## src/rtl/core/swgc_pkg.sv

```systemverilog
`timescale 1ns / 1ps
`default_nettype none
// ----------------------------------------------------------------------------
// swgc_pkg: shared types and constants for the scrolling gradient colorizer
// Field widths, derived widths, item types and the register map.
// ----------------------------------------------------------------------------
package swgc_pkg;

  localparam int MAX_PIXELS = 1024;
  localparam int MAX_STOPS  = 4;

  localparam int IDX_W       = 10;
  localparam int CH_W        = 8;
  localparam int NCH         = 3;
  localparam int COLOR_W     = 24;
  localparam int STOPS_CFG_W = 3;
  localparam int LEN_CFG_W   = 11;
  localparam int DIR_W       = 2;
  localparam int FRAC_W      = 16;
  localparam int NUM_COLOR_REGS = 4;

  localparam int OFF_W  = $clog2(MAX_PIXELS);
  localparam int LEN_W  = $clog2(MAX_PIXELS + 1);
  localparam int CMP_W  = ((LEN_W > LEN_CFG_W) ? LEN_W : LEN_CFG_W) + 1;
  localparam int CNT_W  = $clog2(MAX_STOPS + 1);
  localparam int SX_W   = (CNT_W > STOPS_CFG_W) ? CNT_W : STOPS_CFG_W;
  localparam int SEG_W  = (MAX_STOPS > 1) ? $clog2(MAX_STOPS) : 1;
  localparam int PROD_W = OFF_W + CNT_W;
  localparam int DIVD_W = PROD_W + FRAC_W;
  localparam int QBITS  = FRAC_W + SEG_W;
  localparam int SH_W   = (QBITS > OFF_W) ? QBITS : OFF_W;
  localparam int STEP_W = $clog2(SH_W + 1);
  localparam int CMUL_W = CH_W + FRAC_W + 2;

  localparam int QDEPTH = 2;
  localparam int QPTR_W = $clog2(QDEPTH);
  localparam int QCNT_W = $clog2(QDEPTH + 1);

  localparam int DATA_W    = 32;
  localparam int NUM_REGS  = 7;
  localparam int ADDR_W    = $clog2(NUM_REGS) + 2;
  localparam int REG_IDX_W = ADDR_W - 2;

  typedef enum logic [REG_IDX_W-1:0] {
    REG_NUM_STOPS,
    REG_STRIP_LENGTH,
    REG_SCROLL_DIR,
    REG_STOP_COLOR_0,
    REG_STOP_COLOR_1,
    REG_STOP_COLOR_2,
    REG_STOP_COLOR_3
  } reg_idx_t;

  typedef struct packed {
    logic [IDX_W-1:0] pixel_index;
    logic             advance;
  } in_item_t;

  typedef struct packed {
    logic [CH_W-1:0] red;
    logic [CH_W-1:0] green;
    logic [CH_W-1:0] blue;
  } out_item_t;

  typedef struct packed {
    logic [STOPS_CFG_W-1:0]  num_stops;
    logic [LEN_CFG_W-1:0]    strip_length;
    logic signed [DIR_W-1:0] scroll_direction;
  } cfg_t;

  typedef logic [MAX_STOPS-1:0][COLOR_W-1:0] stop_colors_t;

  typedef struct packed {
    logic             black;
    logic [OFF_W-1:0] pos;
  } job_t;

  typedef struct packed {
    logic              start;
    logic [LEN_W-1:0]  divisor;
    logic [LEN_W-1:0]  rem_init;
    logic [SH_W-1:0]   bits;
    logic [STEP_W-1:0] steps;
  } div_req_t;

  typedef struct packed {
    logic             busy;
    logic             done;
    logic [SH_W-1:0]  quo;
    logic [LEN_W-1:0] rem;
  } div_rsp_t;

  function automatic logic [LEN_W-1:0] eff_len(input logic [LEN_CFG_W-1:0] raw);
    logic [CMP_W-1:0] r;
    r = CMP_W'(raw);
    if (r > CMP_W'(MAX_PIXELS)) return LEN_W'(MAX_PIXELS);
    return LEN_W'(r);
  endfunction

  function automatic logic [CNT_W-1:0] eff_stops(input logic [STOPS_CFG_W-1:0] raw);
    logic [SX_W-1:0] r;
    r = SX_W'(raw);
    if (r == '0) return CNT_W'(1);
    if (r > SX_W'(MAX_STOPS)) return CNT_W'(MAX_STOPS);
    return CNT_W'(r);
  endfunction

  function automatic logic [CH_W-1:0] chan(input logic [COLOR_W-1:0] c, input int k);
    return c[(NCH-1-k)*CH_W +: CH_W];
  endfunction

endpackage
`default_nettype wire

```

## src/rtl/core/scrolling_wrap_gradient_color.sv

```systemverilog
// Scrolling looping gradient colorizer. Each input item names a pixel and may
// advance the scroll offset; it yields one RGB item. The front end takes one
// item at a time while the job queue is not full, and when a shortened strip
// length leaves the stored offset too large, it first reduces it by a 10-step
// serial divide. The back end runs the one-bit-per-cycle restoring divide (18
// steps) that yields gradient segment and 16-bit fraction; black pixels skip
// it. A two-entry job queue sits between the two, and the output register lets
// the next item proceed while a result waits. No clearing pass after reset.
// Configuration via APB at byte address 4*index.
`timescale 1ns / 1ps
`default_nettype none
// ----------------------------------------------------------------------------
// scrolling_wrap_gradient_color: top level
// Register file, front end, job queue, back end and the two dividers.
// ----------------------------------------------------------------------------
module scrolling_wrap_gradient_color (
  input  logic                          clk,
  input  logic                          rst,
  input  logic                          in_valid,
  output logic                          in_ready,
  input  swgc_pkg::in_item_t            in_item,
  output logic                          out_valid,
  input  logic                          out_ready,
  output swgc_pkg::out_item_t           out_item,
  input  logic                          psel,
  input  logic                          penable,
  input  logic                          pwrite,
  input  logic [swgc_pkg::ADDR_W-1:0]   paddr,
  input  logic [swgc_pkg::DATA_W-1:0]   pwdata,
  output logic [swgc_pkg::DATA_W-1:0]   prdata,
  output logic                          pready
);
  import swgc_pkg::*;

  cfg_t         cfg;
  stop_colors_t stop_color;
  logic         wr_en;
  reg_idx_t     reg_idx;
  logic [REG_IDX_W-1:0] color_k;

  logic     job_push;
  job_t     push_job;
  logic     q_full;
  logic     job_pop;
  job_t     pop_job;
  logic     q_empty;
  div_req_t fdiv_req;
  div_rsp_t fdiv_rsp;
  div_req_t bdiv_req;
  div_rsp_t bdiv_rsp;

  assign pready  = 1'b1;
  assign wr_en   = psel && penable && pwrite;
  assign reg_idx = reg_idx_t'(paddr[ADDR_W-1:2]);
  assign color_k = paddr[ADDR_W-1:2] - REG_STOP_COLOR_0;

  always_ff @(posedge clk) begin
    if (rst) begin
      cfg.num_stops        <= STOPS_CFG_W'(MAX_STOPS > 4 ? 4 : MAX_STOPS);
      cfg.strip_length     <= LEN_CFG_W'(1024);
      cfg.scroll_direction <= DIR_W'(1);
      stop_color           <= '0;
    end else if (wr_en) begin
      if (reg_idx == REG_NUM_STOPS) begin
        cfg.num_stops <= pwdata[STOPS_CFG_W-1:0];
      end
      if (reg_idx == REG_STRIP_LENGTH) begin
        cfg.strip_length <= pwdata[LEN_CFG_W-1:0];
      end
      if (reg_idx == REG_SCROLL_DIR) begin
        cfg.scroll_direction <= $signed(pwdata[DIR_W-1:0]);
      end
      for (int k = 0; k < MAX_STOPS; k++) begin
        if (k < NUM_COLOR_REGS &&
            paddr[ADDR_W-1:2] == REG_IDX_W'(int'(REG_STOP_COLOR_0) + k)) begin
          stop_color[k] <= pwdata[COLOR_W-1:0];
        end
      end
    end
  end

  always_comb begin
    prdata = '0;
    unique case (reg_idx)
      REG_NUM_STOPS:    prdata = DATA_W'(cfg.num_stops);
      REG_STRIP_LENGTH: prdata = DATA_W'(cfg.strip_length);
      REG_SCROLL_DIR:   prdata = DATA_W'($unsigned(cfg.scroll_direction));
      REG_STOP_COLOR_0, REG_STOP_COLOR_1, REG_STOP_COLOR_2, REG_STOP_COLOR_3: begin
        if (int'(color_k) < MAX_STOPS) prdata = DATA_W'(stop_color[SEG_W'(color_k)]);
      end
      default: prdata = '0;
    endcase
  end

  swgc_front u_front (
    .clk       (clk),
    .rst       (rst),
    .cfg       (cfg),
    .in_valid  (in_valid),
    .in_ready  (in_ready),
    .in_item   (in_item),
    .job_valid (job_push),
    .job       (push_job),
    .q_full    (q_full),
    .div_req   (fdiv_req),
    .div_rsp   (fdiv_rsp)
  );

  swgc_div u_front_div (
    .clk (clk),
    .rst (rst),
    .req (fdiv_req),
    .rsp (fdiv_rsp)
  );

  swgc_queue u_queue (
    .clk      (clk),
    .rst      (rst),
    .push     (job_push),
    .push_job (push_job),
    .full     (q_full),
    .pop      (job_pop),
    .pop_job  (pop_job),
    .empty    (q_empty)
  );

  swgc_back u_back (
    .clk        (clk),
    .rst        (rst),
    .cfg        (cfg),
    .stop_color (stop_color),
    .job_valid  (!q_empty),
    .job        (pop_job),
    .job_pop    (job_pop),
    .div_req    (bdiv_req),
    .div_rsp    (bdiv_rsp),
    .out_valid  (out_valid),
    .out_ready  (out_ready),
    .out_item   (out_item)
  );

  swgc_div u_back_div (
    .clk (clk),
    .rst (rst),
    .req (bdiv_req),
    .rsp (bdiv_rsp)
  );

endmodule
`default_nettype wire

```

## src/rtl/core/swgc_div.sv

```systemverilog
`timescale 1ns / 1ps
`default_nettype none
// ----------------------------------------------------------------------------
// swgc_div: serial restoring divider
// One quotient bit per cycle; dividend bits enter MSB first from a shift reg.
// ----------------------------------------------------------------------------
module swgc_div (
  input  logic                clk,
  input  logic                rst,
  input  swgc_pkg::div_req_t  req,
  output swgc_pkg::div_rsp_t  rsp
);
  import swgc_pkg::*;

  logic              busy;
  logic              done;
  logic [STEP_W-1:0] left;
  logic [SH_W-1:0]   bits;
  logic [SH_W-1:0]   quo;
  logic [LEN_W-1:0]  rem;
  logic [LEN_W-1:0]  divisor;
  logic [LEN_W:0]    trial;
  logic              take;

  assign trial = {rem, bits[SH_W-1]};
  assign take  = trial >= {1'b0, divisor};

  always_ff @(posedge clk) begin
    if (rst) begin
      busy <= 1'b0;
      done <= 1'b0;
      left <= '0;
    end else begin
      done <= 1'b0;
      if (req.start) begin
        busy    <= 1'b1;
        left    <= req.steps;
        rem     <= req.rem_init;
        bits    <= req.bits;
        divisor <= req.divisor;
        quo     <= '0;
      end else if (busy) begin
        rem  <= take ? LEN_W'(trial - {1'b0, divisor}) : trial[LEN_W-1:0];
        bits <= bits << 1;
        quo  <= {quo[SH_W-2:0], take};
        left <= left - 1'b1;
        if (left == STEP_W'(1)) begin
          busy <= 1'b0;
          done <= 1'b1;
        end
      end
    end
  end

  assign rsp.busy = busy;
  assign rsp.done = done;
  assign rsp.quo  = quo;
  assign rsp.rem  = rem;

endmodule
`default_nettype wire

```

## src/rtl/core/swgc_queue.sv

```systemverilog
`timescale 1ns / 1ps
`default_nettype none
// ----------------------------------------------------------------------------
// swgc_queue: small job FIFO
// Decouples the offset/position front end from the gradient back end.
// ----------------------------------------------------------------------------
module swgc_queue (
  input  logic           clk,
  input  logic           rst,
  input  logic           push,
  input  swgc_pkg::job_t push_job,
  output logic           full,
  input  logic           pop,
  output swgc_pkg::job_t pop_job,
  output logic           empty
);
  import swgc_pkg::*;

  job_t              mem [QDEPTH];
  logic [QPTR_W-1:0] wr_ptr;
  logic [QPTR_W-1:0] rd_ptr;
  logic [QCNT_W-1:0] count;
  logic              do_push;
  logic              do_pop;

  assign full    = count == QCNT_W'(QDEPTH);
  assign empty   = count == '0;
  assign do_push = push && !full;
  assign do_pop  = pop && !empty;
  assign pop_job = mem[rd_ptr];

  always_ff @(posedge clk) begin
    if (do_push) begin
      mem[wr_ptr] <= push_job;
    end
  end

  always_ff @(posedge clk) begin
    if (rst) begin
      wr_ptr <= '0;
      rd_ptr <= '0;
      count  <= '0;
    end else begin
      if (do_push) begin
        wr_ptr <= (wr_ptr == QPTR_W'(QDEPTH - 1)) ? '0 : wr_ptr + 1'b1;
      end
      if (do_pop) begin
        rd_ptr <= (rd_ptr == QPTR_W'(QDEPTH - 1)) ? '0 : rd_ptr + 1'b1;
      end
      if (do_push && !do_pop) begin
        count <= count + 1'b1;
      end else if (do_pop && !do_push) begin
        count <= count - 1'b1;
      end
    end
  end

endmodule
`default_nettype wire

```

## src/rtl/core/swgc_front.sv

```systemverilog
`timescale 1ns / 1ps
`default_nettype none
// ----------------------------------------------------------------------------
// swgc_front: item intake and scroll offset
// Reduces the scroll offset when needed, advances it on request, then queues the wrapped position.
// ----------------------------------------------------------------------------
module swgc_front (
  input  logic               clk,
  input  logic               rst,
  input  swgc_pkg::cfg_t     cfg,
  input  logic               in_valid,
  output logic               in_ready,
  input  swgc_pkg::in_item_t in_item,
  output logic               job_valid,
  output swgc_pkg::job_t     job,
  input  logic               q_full,
  output swgc_pkg::div_req_t div_req,
  input  swgc_pkg::div_rsp_t div_rsp
);
  import swgc_pkg::*;

  typedef enum logic [2:0] {F_IDLE, F_PREP, F_MOD, F_ADV, F_PUSH} fstate_t;

  fstate_t          state;
  logic [IDX_W-1:0] idx;
  logic             adv;
  logic [OFF_W-1:0] off;
  logic [OFF_W-1:0] scroll_offset;

  logic [LEN_W-1:0]        len;
  logic [CMP_W-1:0]        len_c;
  logic                    len_zero;
  logic                    off_big;
  logic signed [CMP_W-1:0] lens;
  logic signed [CMP_W-1:0] t0;
  logic signed [CMP_W-1:0] t1;
  logic signed [CMP_W-1:0] t2;
  logic [OFF_W-1:0]        off_next;
  logic [CMP_W-1:0]        idx_c;
  logic [CMP_W-1:0]        so_c;

  assign len      = eff_len(cfg.strip_length);
  assign len_c    = CMP_W'(len);
  assign len_zero = len == '0;
  assign off_big  = CMP_W'(scroll_offset) >= len_c;

  assign lens = $signed(len_c);
  assign t0   = $signed({{(CMP_W-OFF_W){1'b0}}, off})
              + $signed({{(CMP_W-DIR_W){cfg.scroll_direction[DIR_W-1]}}, cfg.scroll_direction});
  assign t1   = (t0 < 0) ? t0 + lens : t0;
  assign t2   = (t1 < 0) ? t1 + lens : ((t1 >= lens) ? t1 - lens : t1);
  assign off_next = adv ? OFF_W'($unsigned(t2)) : off;

  assign idx_c = CMP_W'(idx);
  assign so_c  = CMP_W'(scroll_offset);

  assign in_ready  = (state == F_IDLE) && !q_full;
  assign job_valid = state == F_PUSH;
  assign job.black = idx_c >= len_c;
  assign job.pos   = (idx_c >= so_c) ? OFF_W'(idx_c - so_c) : OFF_W'(idx_c + len_c - so_c);

  assign div_req.start    = (state == F_PREP) && !len_zero && off_big;
  assign div_req.divisor  = len;
  assign div_req.rem_init = '0;
  assign div_req.bits     = SH_W'(scroll_offset) << (SH_W - OFF_W);
  assign div_req.steps    = STEP_W'(OFF_W);

  always_ff @(posedge clk) begin
    if (rst) begin
      state         <= F_IDLE;
      scroll_offset <= '0;
    end else begin
      unique case (state)
        F_IDLE: begin
          if (in_valid && in_ready) begin
            idx   <= in_item.pixel_index;
            adv   <= in_item.advance;
            state <= F_PREP;
          end
        end
        F_PREP: begin
          if (len_zero) begin
            scroll_offset <= '0;
            state         <= F_PUSH;
          end else if (off_big) begin
            state <= F_MOD;
          end else begin
            off   <= scroll_offset;
            state <= F_ADV;
          end
        end
        F_MOD: begin
          if (div_rsp.done) begin
            off   <= div_rsp.rem[OFF_W-1:0];
            state <= F_ADV;
          end
        end
        F_ADV: begin
          scroll_offset <= off_next;
          state         <= F_PUSH;
        end
        F_PUSH: begin
          state <= F_IDLE;
        end
        default: state <= F_IDLE;
      endcase
    end
  end

endmodule
`default_nettype wire

```

## src/rtl/core/swgc_back.sv

```systemverilog
`timescale 1ns / 1ps
`default_nettype none
// ----------------------------------------------------------------------------
// swgc_back: gradient segment, fraction and color blend
// Divides pos*stops<<16 by the length, picks two stops and blends per channel.
// ----------------------------------------------------------------------------
module swgc_back (
  input  logic                   clk,
  input  logic                   rst,
  input  swgc_pkg::cfg_t         cfg,
  input  swgc_pkg::stop_colors_t stop_color,
  input  logic                   job_valid,
  input  swgc_pkg::job_t         job,
  output logic                   job_pop,
  output swgc_pkg::div_req_t     div_req,
  input  swgc_pkg::div_rsp_t     div_rsp,
  output logic                   out_valid,
  input  logic                   out_ready,
  output swgc_pkg::out_item_t    out_item
);
  import swgc_pkg::*;

  typedef enum logic [2:0] {B_IDLE, B_START, B_DIV, B_RDA, B_RDB, B_MUL, B_OUT} bstate_t;

  bstate_t             state;
  logic                black;
  logic [OFF_W-1:0]    pos;
  logic [SEG_W-1:0]    seg;
  logic [FRAC_W-1:0]   frac;
  logic [COLOR_W-1:0]  color_a;
  logic [COLOR_W-1:0]  color_b;
  logic signed [CMUL_W-1:0] prodc [NCH];

  logic [CNT_W-1:0]    n;
  logic [PROD_W-1:0]   prod;
  logic [DIVD_W-1:0]   dividend;
  logic [CNT_W-1:0]    seg_p1;
  logic [SEG_W-1:0]    nxt;
  logic [SEG_W-1:0]    rd_sel;
  logic [COLOR_W-1:0]  color_rd;
  logic [CH_W-1:0]     sum [NCH];
  logic                can_load;

  assign n        = eff_stops(cfg.num_stops);
  assign prod     = PROD_W'(pos) * PROD_W'(n);
  assign dividend = {prod, {FRAC_W{1'b0}}};
  assign seg_p1   = CNT_W'(seg) + 1'b1;
  assign nxt      = (seg_p1 == n) ? '0 : SEG_W'(seg_p1);
  assign rd_sel   = (state == B_RDA) ? seg : nxt;
  assign color_rd = stop_color[rd_sel];
  assign can_load = !out_valid || out_ready;
  assign job_pop  = (state == B_IDLE) && job_valid;

  assign div_req.start    = state == B_START;
  assign div_req.divisor  = eff_len(cfg.strip_length);
  assign div_req.rem_init = LEN_W'(dividend >> QBITS);
  assign div_req.bits     = SH_W'(dividend[QBITS-1:0]) << (SH_W - QBITS);
  assign div_req.steps    = STEP_W'(QBITS);

  always_comb begin
    logic signed [CMUL_W-1:0] acc;
    for (int c = 0; c < NCH; c++) begin
      acc    = $signed({{(CMUL_W-CH_W){1'b0}}, chan(color_a, c)}) + (prodc[c] >>> FRAC_W);
      sum[c] = acc[CH_W-1:0];
    end
  end

  always_ff @(posedge clk) begin
    if (rst) begin
      state     <= B_IDLE;
      out_valid <= 1'b0;
    end else begin
      if (out_valid && out_ready && state != B_OUT) begin
        out_valid <= 1'b0;
      end
      unique case (state)
        B_IDLE: begin
          if (job_valid) begin
            black <= job.black;
            pos   <= job.pos;
            state <= job.black ? B_OUT : B_START;
          end
        end
        B_START: state <= B_DIV;
        B_DIV: begin
          if (div_rsp.done) begin
            seg   <= div_rsp.quo[FRAC_W +: SEG_W];
            frac  <= div_rsp.quo[FRAC_W-1:0];
            state <= B_RDA;
          end
        end
        B_RDA: begin
          color_a <= color_rd;
          state   <= B_RDB;
        end
        B_RDB: begin
          color_b <= color_rd;
          state   <= B_MUL;
        end
        B_MUL: begin
          for (int c = 0; c < NCH; c++) begin
            prodc[c] <= ($signed({1'b0, chan(color_b, c)}) - $signed({1'b0, chan(color_a, c)}))
                      * $signed({1'b0, frac});
          end
          state <= B_OUT;
        end
        B_OUT: begin
          if (can_load) begin
            out_valid      <= 1'b1;
            out_item.red   <= black ? '0 : sum[0];
            out_item.green <= black ? '0 : sum[1];
            out_item.blue  <= black ? '0 : sum[2];
            state          <= B_IDLE;
          end
        end
        default: state <= B_IDLE;
      endcase
    end
  end

endmodule
`default_nettype wire

```

## config.mk

```make
export PLATFORM = sky130hd
export DESIGN_NAME = scrolling_wrap_gradient_color
export DESIGN_NICKNAME = d
export VERILOG_FILES = /design/src/rtl/core/swgc_pkg.sv /design/src/rtl/core/scrolling_wrap_gradient_color.sv /design/src/rtl/core/swgc_div.sv /design/src/rtl/core/swgc_queue.sv /design/src/rtl/core/swgc_front.sv /design/src/rtl/core/swgc_back.sv
export SDC_FILE = /design/constraint.sdc
export NUM_CORES = 2
export LEC_CHECK = 0
export BUFFER_PORTS_ARGS = -buffer_cell sky130_fd_sc_hd__buf_4
export CAP_MARGIN = 5
export CORE_MARGIN = 2
export CORE_UTILIZATION = 55
export DETAILED_ROUTE_END_ITERATION = 7
export GPL_TIMING_DRIVEN = 0
export PLACE_DENSITY_LB_ADDON = 0.12
export SLEW_MARGIN = 20
export SYNTH_ARGS = -nofsm -noshare
export SYNTH_HDL_FRONTEND = slang
export SYNTH_SLANG_ARGS = --single-unit
```

## constraint.sdc

```tcl
create_clock -name clk -period 7.7 [get_ports clk]
set_input_delay 0.385 -clock clk [delete_from_list [all_inputs] [get_ports clk]]
set_output_delay 0.385 -clock clk [all_outputs]
set_load 0.01 [all_outputs]
```

# Yosys cells after proc, flatten, opt, wreduce, memory -nomap -nowiden
# Memory sizes are Yosys's and may differ from the RTL's. A register that Yosys moved wholly into a read port is not among the register bits.
# Index checks and enable logic that the tools add are counted.
dict set report classes {
  bitwise 4
  add_sub_neg 23
  n_mul 4
  muxes 75
  eq_ne 29
  n_reduce_logical 57
  magnitude_cmp 13
}
# cell n
set op_table {}
lappend op_table {{$bmux 24 s2} 2}
lappend op_table {{$pmux 24 s4} 1}
lappend op_table {{$mux 18} 5}
lappend op_table {{$mux 10} 8}
lappend op_table {{$mul 26x17->26} 3}
lappend op_table {{$mux 11} 7}
lappend op_table {{$mux 24} 3}
lappend op_table {{$pmux 10 s2} 2}
lappend op_table {{$mux 3} 11}
lappend op_table {{$reduce_and 2->1} 15}
lappend op_table {{$sub 10x10->10} 3}
lappend op_table {{$sub 8x8->9} 3}
lappend op_table {{$mux 1} 25}
lappend op_table {{$add 8x8->8} 3}
lappend op_table {{$ge 12x11->1} 2}
lappend op_table {{$lt 12x1->1 const B} 2}
lappend op_table {{$ge 10x11->1} 2}
lappend op_table {{$sub 11x11->11} 2}
lappend op_table {{$eq 3x3->1 const B} 7}
lappend op_table {{$pmux 3 s7} 1}
lappend op_table {{$add 10x10->10} 2}
lappend op_table {{$eq 3x2->1 const B} 6}
lappend op_table {{$reduce_and 3->1} 5}
lappend op_table {{$logic_and 1x1->1} 13}
lappend op_table {{other kinds (38)} 72}
dict set report totals {
  in_bits 55
  out_inout_bits 59
  mem_bits_rw 100
  n_memories 2
  regBits 365
  word_cells 250
}
# name depth word_bits rd rd_ports_with_merged_regs write_ports line_no
set memory_table {}
lappend memory_table {u_back.prodc 3 26 3 0 3 swgc_back.sv:32} ;# logic signed [CMUL_W-1:0] prodc [NCH];
lappend memory_table {u_queue.mem 2 11 1 1 1 swgc_queue.sv:19} ;# job_t mem [QDEPTH];

# Depth between registers and ports, before layout
dict set report depth {
  word_depth 10
  depth_mapped 30
  mapped_depth_nobuf 30
}

# Modules after synthesis
# Synthesis repeated with hierarchy kept, for this count alone.
dict set report unflattened {
  hier_cells 3945
  area_unflattened_um2 38984.9
}
# module cells_each instances seq_area_each_um2 area_each_um2
set by_module_without_submodules {}
lappend by_module_without_submodules {swgc_back 2056 1 3833.7 20342.0}
lappend by_module_without_submodules {swgc_div 273 2 1881.8 3276.9}
lappend by_module_without_submodules {swgc_front 687 1 890.9 5617.9}
lappend by_module_without_submodules {scrolling_wrap_gradient_color 597 1 2242.2 5464.0}
lappend by_module_without_submodules {swgc_queue 59 1 760.7 1007.2}

# Worst setup path after synthesis
# No wires, ideal clock.
dict set report synth_path {
  path_type {register -> register}
  start {reg u_back.color_a[9]}
  end {mem u_back.prodc[0][49] in the netlist's numbering (data pin)}
  n_path_buf 1
  stages_incl_launch_ff 31
  arrival_ps 6571
  setup_time_ps 258
  path_slack_ps 871
  path_cell_list {edfxtp_1 > inv_1 > ha_1 > nor2b_1 > o21ai_0 > a21boi_0 > o21ai_0 > nand2b_1 > a21o_1 > a21oi_1 > xnor2_1 > clkbuf_1 > nand2_1 > fa_1 > fa_1 > inv_1 > fa_1 > fa_1 > inv_1 > fa_1 > inv_1 > ha_1 > nor4_1 > o21ai_0 > o211a_1 > o31ai_4 > o21ai_2 > o21a_1 > o21a_1 > nor2_1 > xnor2_1}
}
# element line_no
set synth_lines {}
lappend synth_lines {{start: declaration} swgc_back.sv:30} ;# logic [COLOR_W-1:0] color_a;
lappend synth_lines {{start signal: assignment} swgc_back.sv:93} ;# color_a <= color_rd;
lappend synth_lines {{end: declaration} swgc_back.sv:32}

==> qor.csv <==
stage,metric,value,unit
synth,Synth Warn #,0,
drt,final wirelength,91370,um
drt,Via density,5.581,
timing,Fin. Hold Viols,0,
setup_path,critical path endpoint category,flip-flop,
grt,vias in the first global route,26126,
setup_path,WP data required,8030,ps
timing,Tmin final,7385,ps
worst_hold_path,hold path start,pwdata[12],
status,status,"complete, no violations",
setup_path,FF-to-FF Start,u_back.color_a[8],
synth,"Distinct cells, synth",89,
placed_design,placed cell areas,0.03688,mm2
placed_design,Placement Setup Slack,-433.5,ps
timing,Final Worst Setup Slack,314.6,ps
drt,vias,26071,
placed_design,gpl congestion,0.9294,
timing,fin crit share,0.9591,
timing,Worst slew margin,0.2687,
timing,Sum Neg Setup Slack,0,ps
final_layout,final core utilization,0.6147,
clocking,CTS tree,built,
synth,post-synth design cell area,0.03495,mm2
floorplanning,Die X,256.1,um
synth,cell type with the largest total area after synthesis,edfxtp_1,
synth,number of flops mapped to enable cells by yosys,242,
setup_path,CP arrival,7720,ps
final_layout,layout cells sized above 1,0.08320,
setup_path,Critical Path Source Type,flip-flop,
final_layout,area growth from synthesis to layout,10.72,%
drt,drt first-iter violations,1850,
timing,unrepaired setup endpoints after global routing,no,
job,max_cap viols,0,
timing,worst slew pin tran,1097,ps
final_layout,filler cell count,5450,
drt,Pre-antenna DRT Iters,6,
setup_path,Worst path slowest cell,xor2_1,
drt,Final ANT Viol Nets,0,
synth,largest cells by area after synthesis,"edfxtp_1 21%, fa_1 19%, ha_1 12%",
clocking,root buf cell,clkbuf_16,
setup_path,Setup CP Type,flip-flop to flip-flop,
clocking,clk buf depth,3,
synth,sequential area share after synthesis,0.2927,
clocking,Worst-path clk slew,60,ps
setup_path,reg2reg path depth,23,
floorplanning,initial core utilization,0.5551,
clocking,Skew-Pair Late Insertion Delay,600,ps
floorplanning,I/O Pins,114,
final_layout,post-route cell area,0.03870,mm2
grt,pin count of the biggest net entering global routing,26,
setup_path,R2R setup slack,310,ps
floorplanning,die height,256.1,um
drt,final routed DRC violation total,0,
final_layout,Nets,4513,
synth,synthesized area per cell,9.664,um2
placed_design,hpwl dp,72260,um
worst_hold_path,WHS Path Cells,3,
timing,Max Slew Vio Count,0,
grt,GRT Total Usage,0.2818,
grt,total grt overflow,0,
power,PwrDens,344.2,mW/mm2
synth,Syn Inst Count,3617,
synth,post-synth top area share,0.2079,
setup_path,reg2reg end,u_back.prodc[0][49],
clocking,Sink Count,390,
grt,first-pass GRT wire length,144800,um
power,worst ir drop on vdd,224.0,uV
synth,predominant post-synthesis flop cell,edfxtp_1,
clocking,Max H-tree Level,2,
floorplanning,Cell Rows,92,
setup_path,Critical Path Max Stage Delay,740,ps
worst_hold_path,worst hold path type,input port to flip-flop,
synth,fraction of registers with async set/reset,0,
drt,post-DR wirelength/cell,19.56,um
grt,initial antenna violation count,4,
worst_hold_path,hold endpoint,stop_color[84],
timing,f_max,135.4,MHz
timing,worst hold slack,59.74,ps
synth,post-synthesis register bit count,390,
placed_design,port bufs,93,
floorplanning,die area,0.06558,mm2
clocking,CTS Buf Count,44,
floorplanning,core area,0.06297,mm2
setup_path,most frequent CP cell,fa_1,
setup_path,CP cell instances,ha_1 > fa_1 > nor2b_1 > o21ai_0 > nand2b_1 > xor2_1 > clkbuf_1 > and2_1 > fa_1 > fa_1 > fa_1 > fa_1 > ha_1 > ha_1 > nor4_1 > o21ai_0 > o211a_1 > o31ai_4 > o21ai_2 > o21a_1 > o21a_1 > nor2_1 > xnor2_1,
timing,Post-Route Skew,54.13,ps
setup_path,critical path peak fanout,10,
power,Leak,16.72,nW
timing,Final setup viols,0,
-- timing repair --
action,CTS,global route
hold buffers,11,0
setup buffers,0,3
hold endpoints to repair,11,0
endpoints found under the setup margin,12,10
pin swaps,0,5
gates resized for setup,13,29
-- area by class of cell --
class                      count  area (um2)  area share
multi-input combinational   2672       22750      0.5879
sequential                   390       10230      0.2643
inverter                     401        1505     0.03889
clock buffer                  56        1196     0.03091
tap                          846        1059     0.02735
timing repair buffer         117       925.9     0.02392
buffer                       161       691.9     0.01788
clock inverter                25       332.8    0.008600
antenna                        3       7.507   0.0001940
-- cells by family (layout without fill, tap and decap cells) --
logic type	after synthesis	in the layout	share of synthesized area
simple gates	1243	1243	0.1748
xor+xnor	133	133	0.03408
other cells	2	12	0.0002149
mux	63	63	0.02749
buf+inv	562	760	0.06193
compound gates	553	553	0.09887
fa+ha+maj	671	671	0.3100
flops	390	390	0.2927
-- flip-flops by register name (all words and copies together) (netlist names), 3 cells and up, named ones only --
register,cells
cfg,16
u_back.state,3
u_back_div.rem,11
u_back_div.left,5
u_back.prodc,24
u_front_div.bits,10
u_back.out_item,24
u_back_div.quo,18
u_front.off,10
u_front_div.left,5
u_back.color_a,24
u_back_div.divisor,11
stop_color,96
u_front.idx,10
u_back.frac,16
u_front.scroll_offset,10
u_back.pos,10
u_back.color_b,24
u_front_div.rem,11
u_queue.mem,22
u_front_div.divisor,11
u_front.state,3
-- per-layer routing --
metal,routed length (um),vias to the layer above,part of all wire,global-route usage
met5,0,-,0,0
met4,3199,0,0.035,0.09844
met3,5687,154,0.062,0.03407
li1,-,12343,-,-
met1,39130,12757,0.43,0.3822
met2,43350,817,0.47,0.4680
-- critical path: cells and delay by family, from the launching register on --
| kind | cells | cell delay, ps |
|---|---|---|
| buffers and inverters | 1 | 430 |
| xor gates and xnor gates | 2 | 830 |
| adders and majority gates | 8 | 3230 |
| and+or+nand+nor | 5 | 860 |
| AOI/OAI and AO/OA | 7 | 1340 |
| DFF | 1 | 430 |
-- stage by stage --
step / cells / total power [mW]
5_1_grt: 4669 / 14.75
4_1_cts: 4665 / 13.42
6_report: 4671 / 13.32
3_5_place_dp: 4573 / 11.10
2_1_floorplan: 3624 / 8.883
3_3_place_gp: 4563 / 10.95
-- worst max path at each step --
stage | startpoint | end | slack, ps | cells past startpoint
global route | u_back.color_a[8] | u_back.prodc[0][49] | 2 | 23
floorplan | u_back.color_a[9] | u_back.prodc[0][49] | 870 | 30
CTS | u_back.color_a[17] | u_back.prodc[0][23] | 20 | 30
global placement | u_back.color_a[9] | u_back.prodc[0][49] | -480 | 30
detailed placement | u_back.color_a[9] | u_back.prodc[0][49] | -430 | 30
finish | u_back.color_a[8] | u_back.prodc[0][49] | 310 | 23
-- where the power goes --
part           internal, mW  total (mW)  switching (mW)
Sequential             2.68        2.78          0.0974
Clock                  1.31        2.22           0.909
Combinational          3.63        8.32            4.69
Total                  7.63        13.3            5.69
-- Yosys cell counts, types with 40 or more instances --
master      n
a211oi_1   47
a21o_1     45
a21oi_1   220
and2_1    262
clkbuf_1  136
dfxtp_1   148
edfxtp_1  242
fa_1      325
ha_1      346
inv_1     399
nand2_1   486
nand2b_1  114
nor2_1    164
nor2b_1    56
nor3_1     55
o21ai_0    89
xnor2_1    91
xor2_1     40
-- cells in the final DEF (no fill, tap or decap), types with 9 or more instances in the layout --
cell type        n
clkbuf_1       135
conb_1           9
a21o_1          45
nand2_1        486
o21ai_0         87
a211oi_1        47
ha_1           346
xor2_1          37
a31oi_1         32
a21oi_1        219
dlygate4sd3_1   11
mux4_2          24
and2_1         262
edfxtp_1       242
nand2b_1       114
nand4_1         12
nor3_1          49
nor2b_1         55
clkinv_2         9
clkbuf_16       44
buf_4          114
fa_1           325
mux2_2          22
or2_2           15
o21bai_1        14
mux2i_1         15
nor2_1         159
o21a_1          10
dfxtp_1        148
xnor2_1         87
inv_1          399
nand3_1         26
o21ai_1         10
and3_1          10
(Power assumes the default switching activity.)
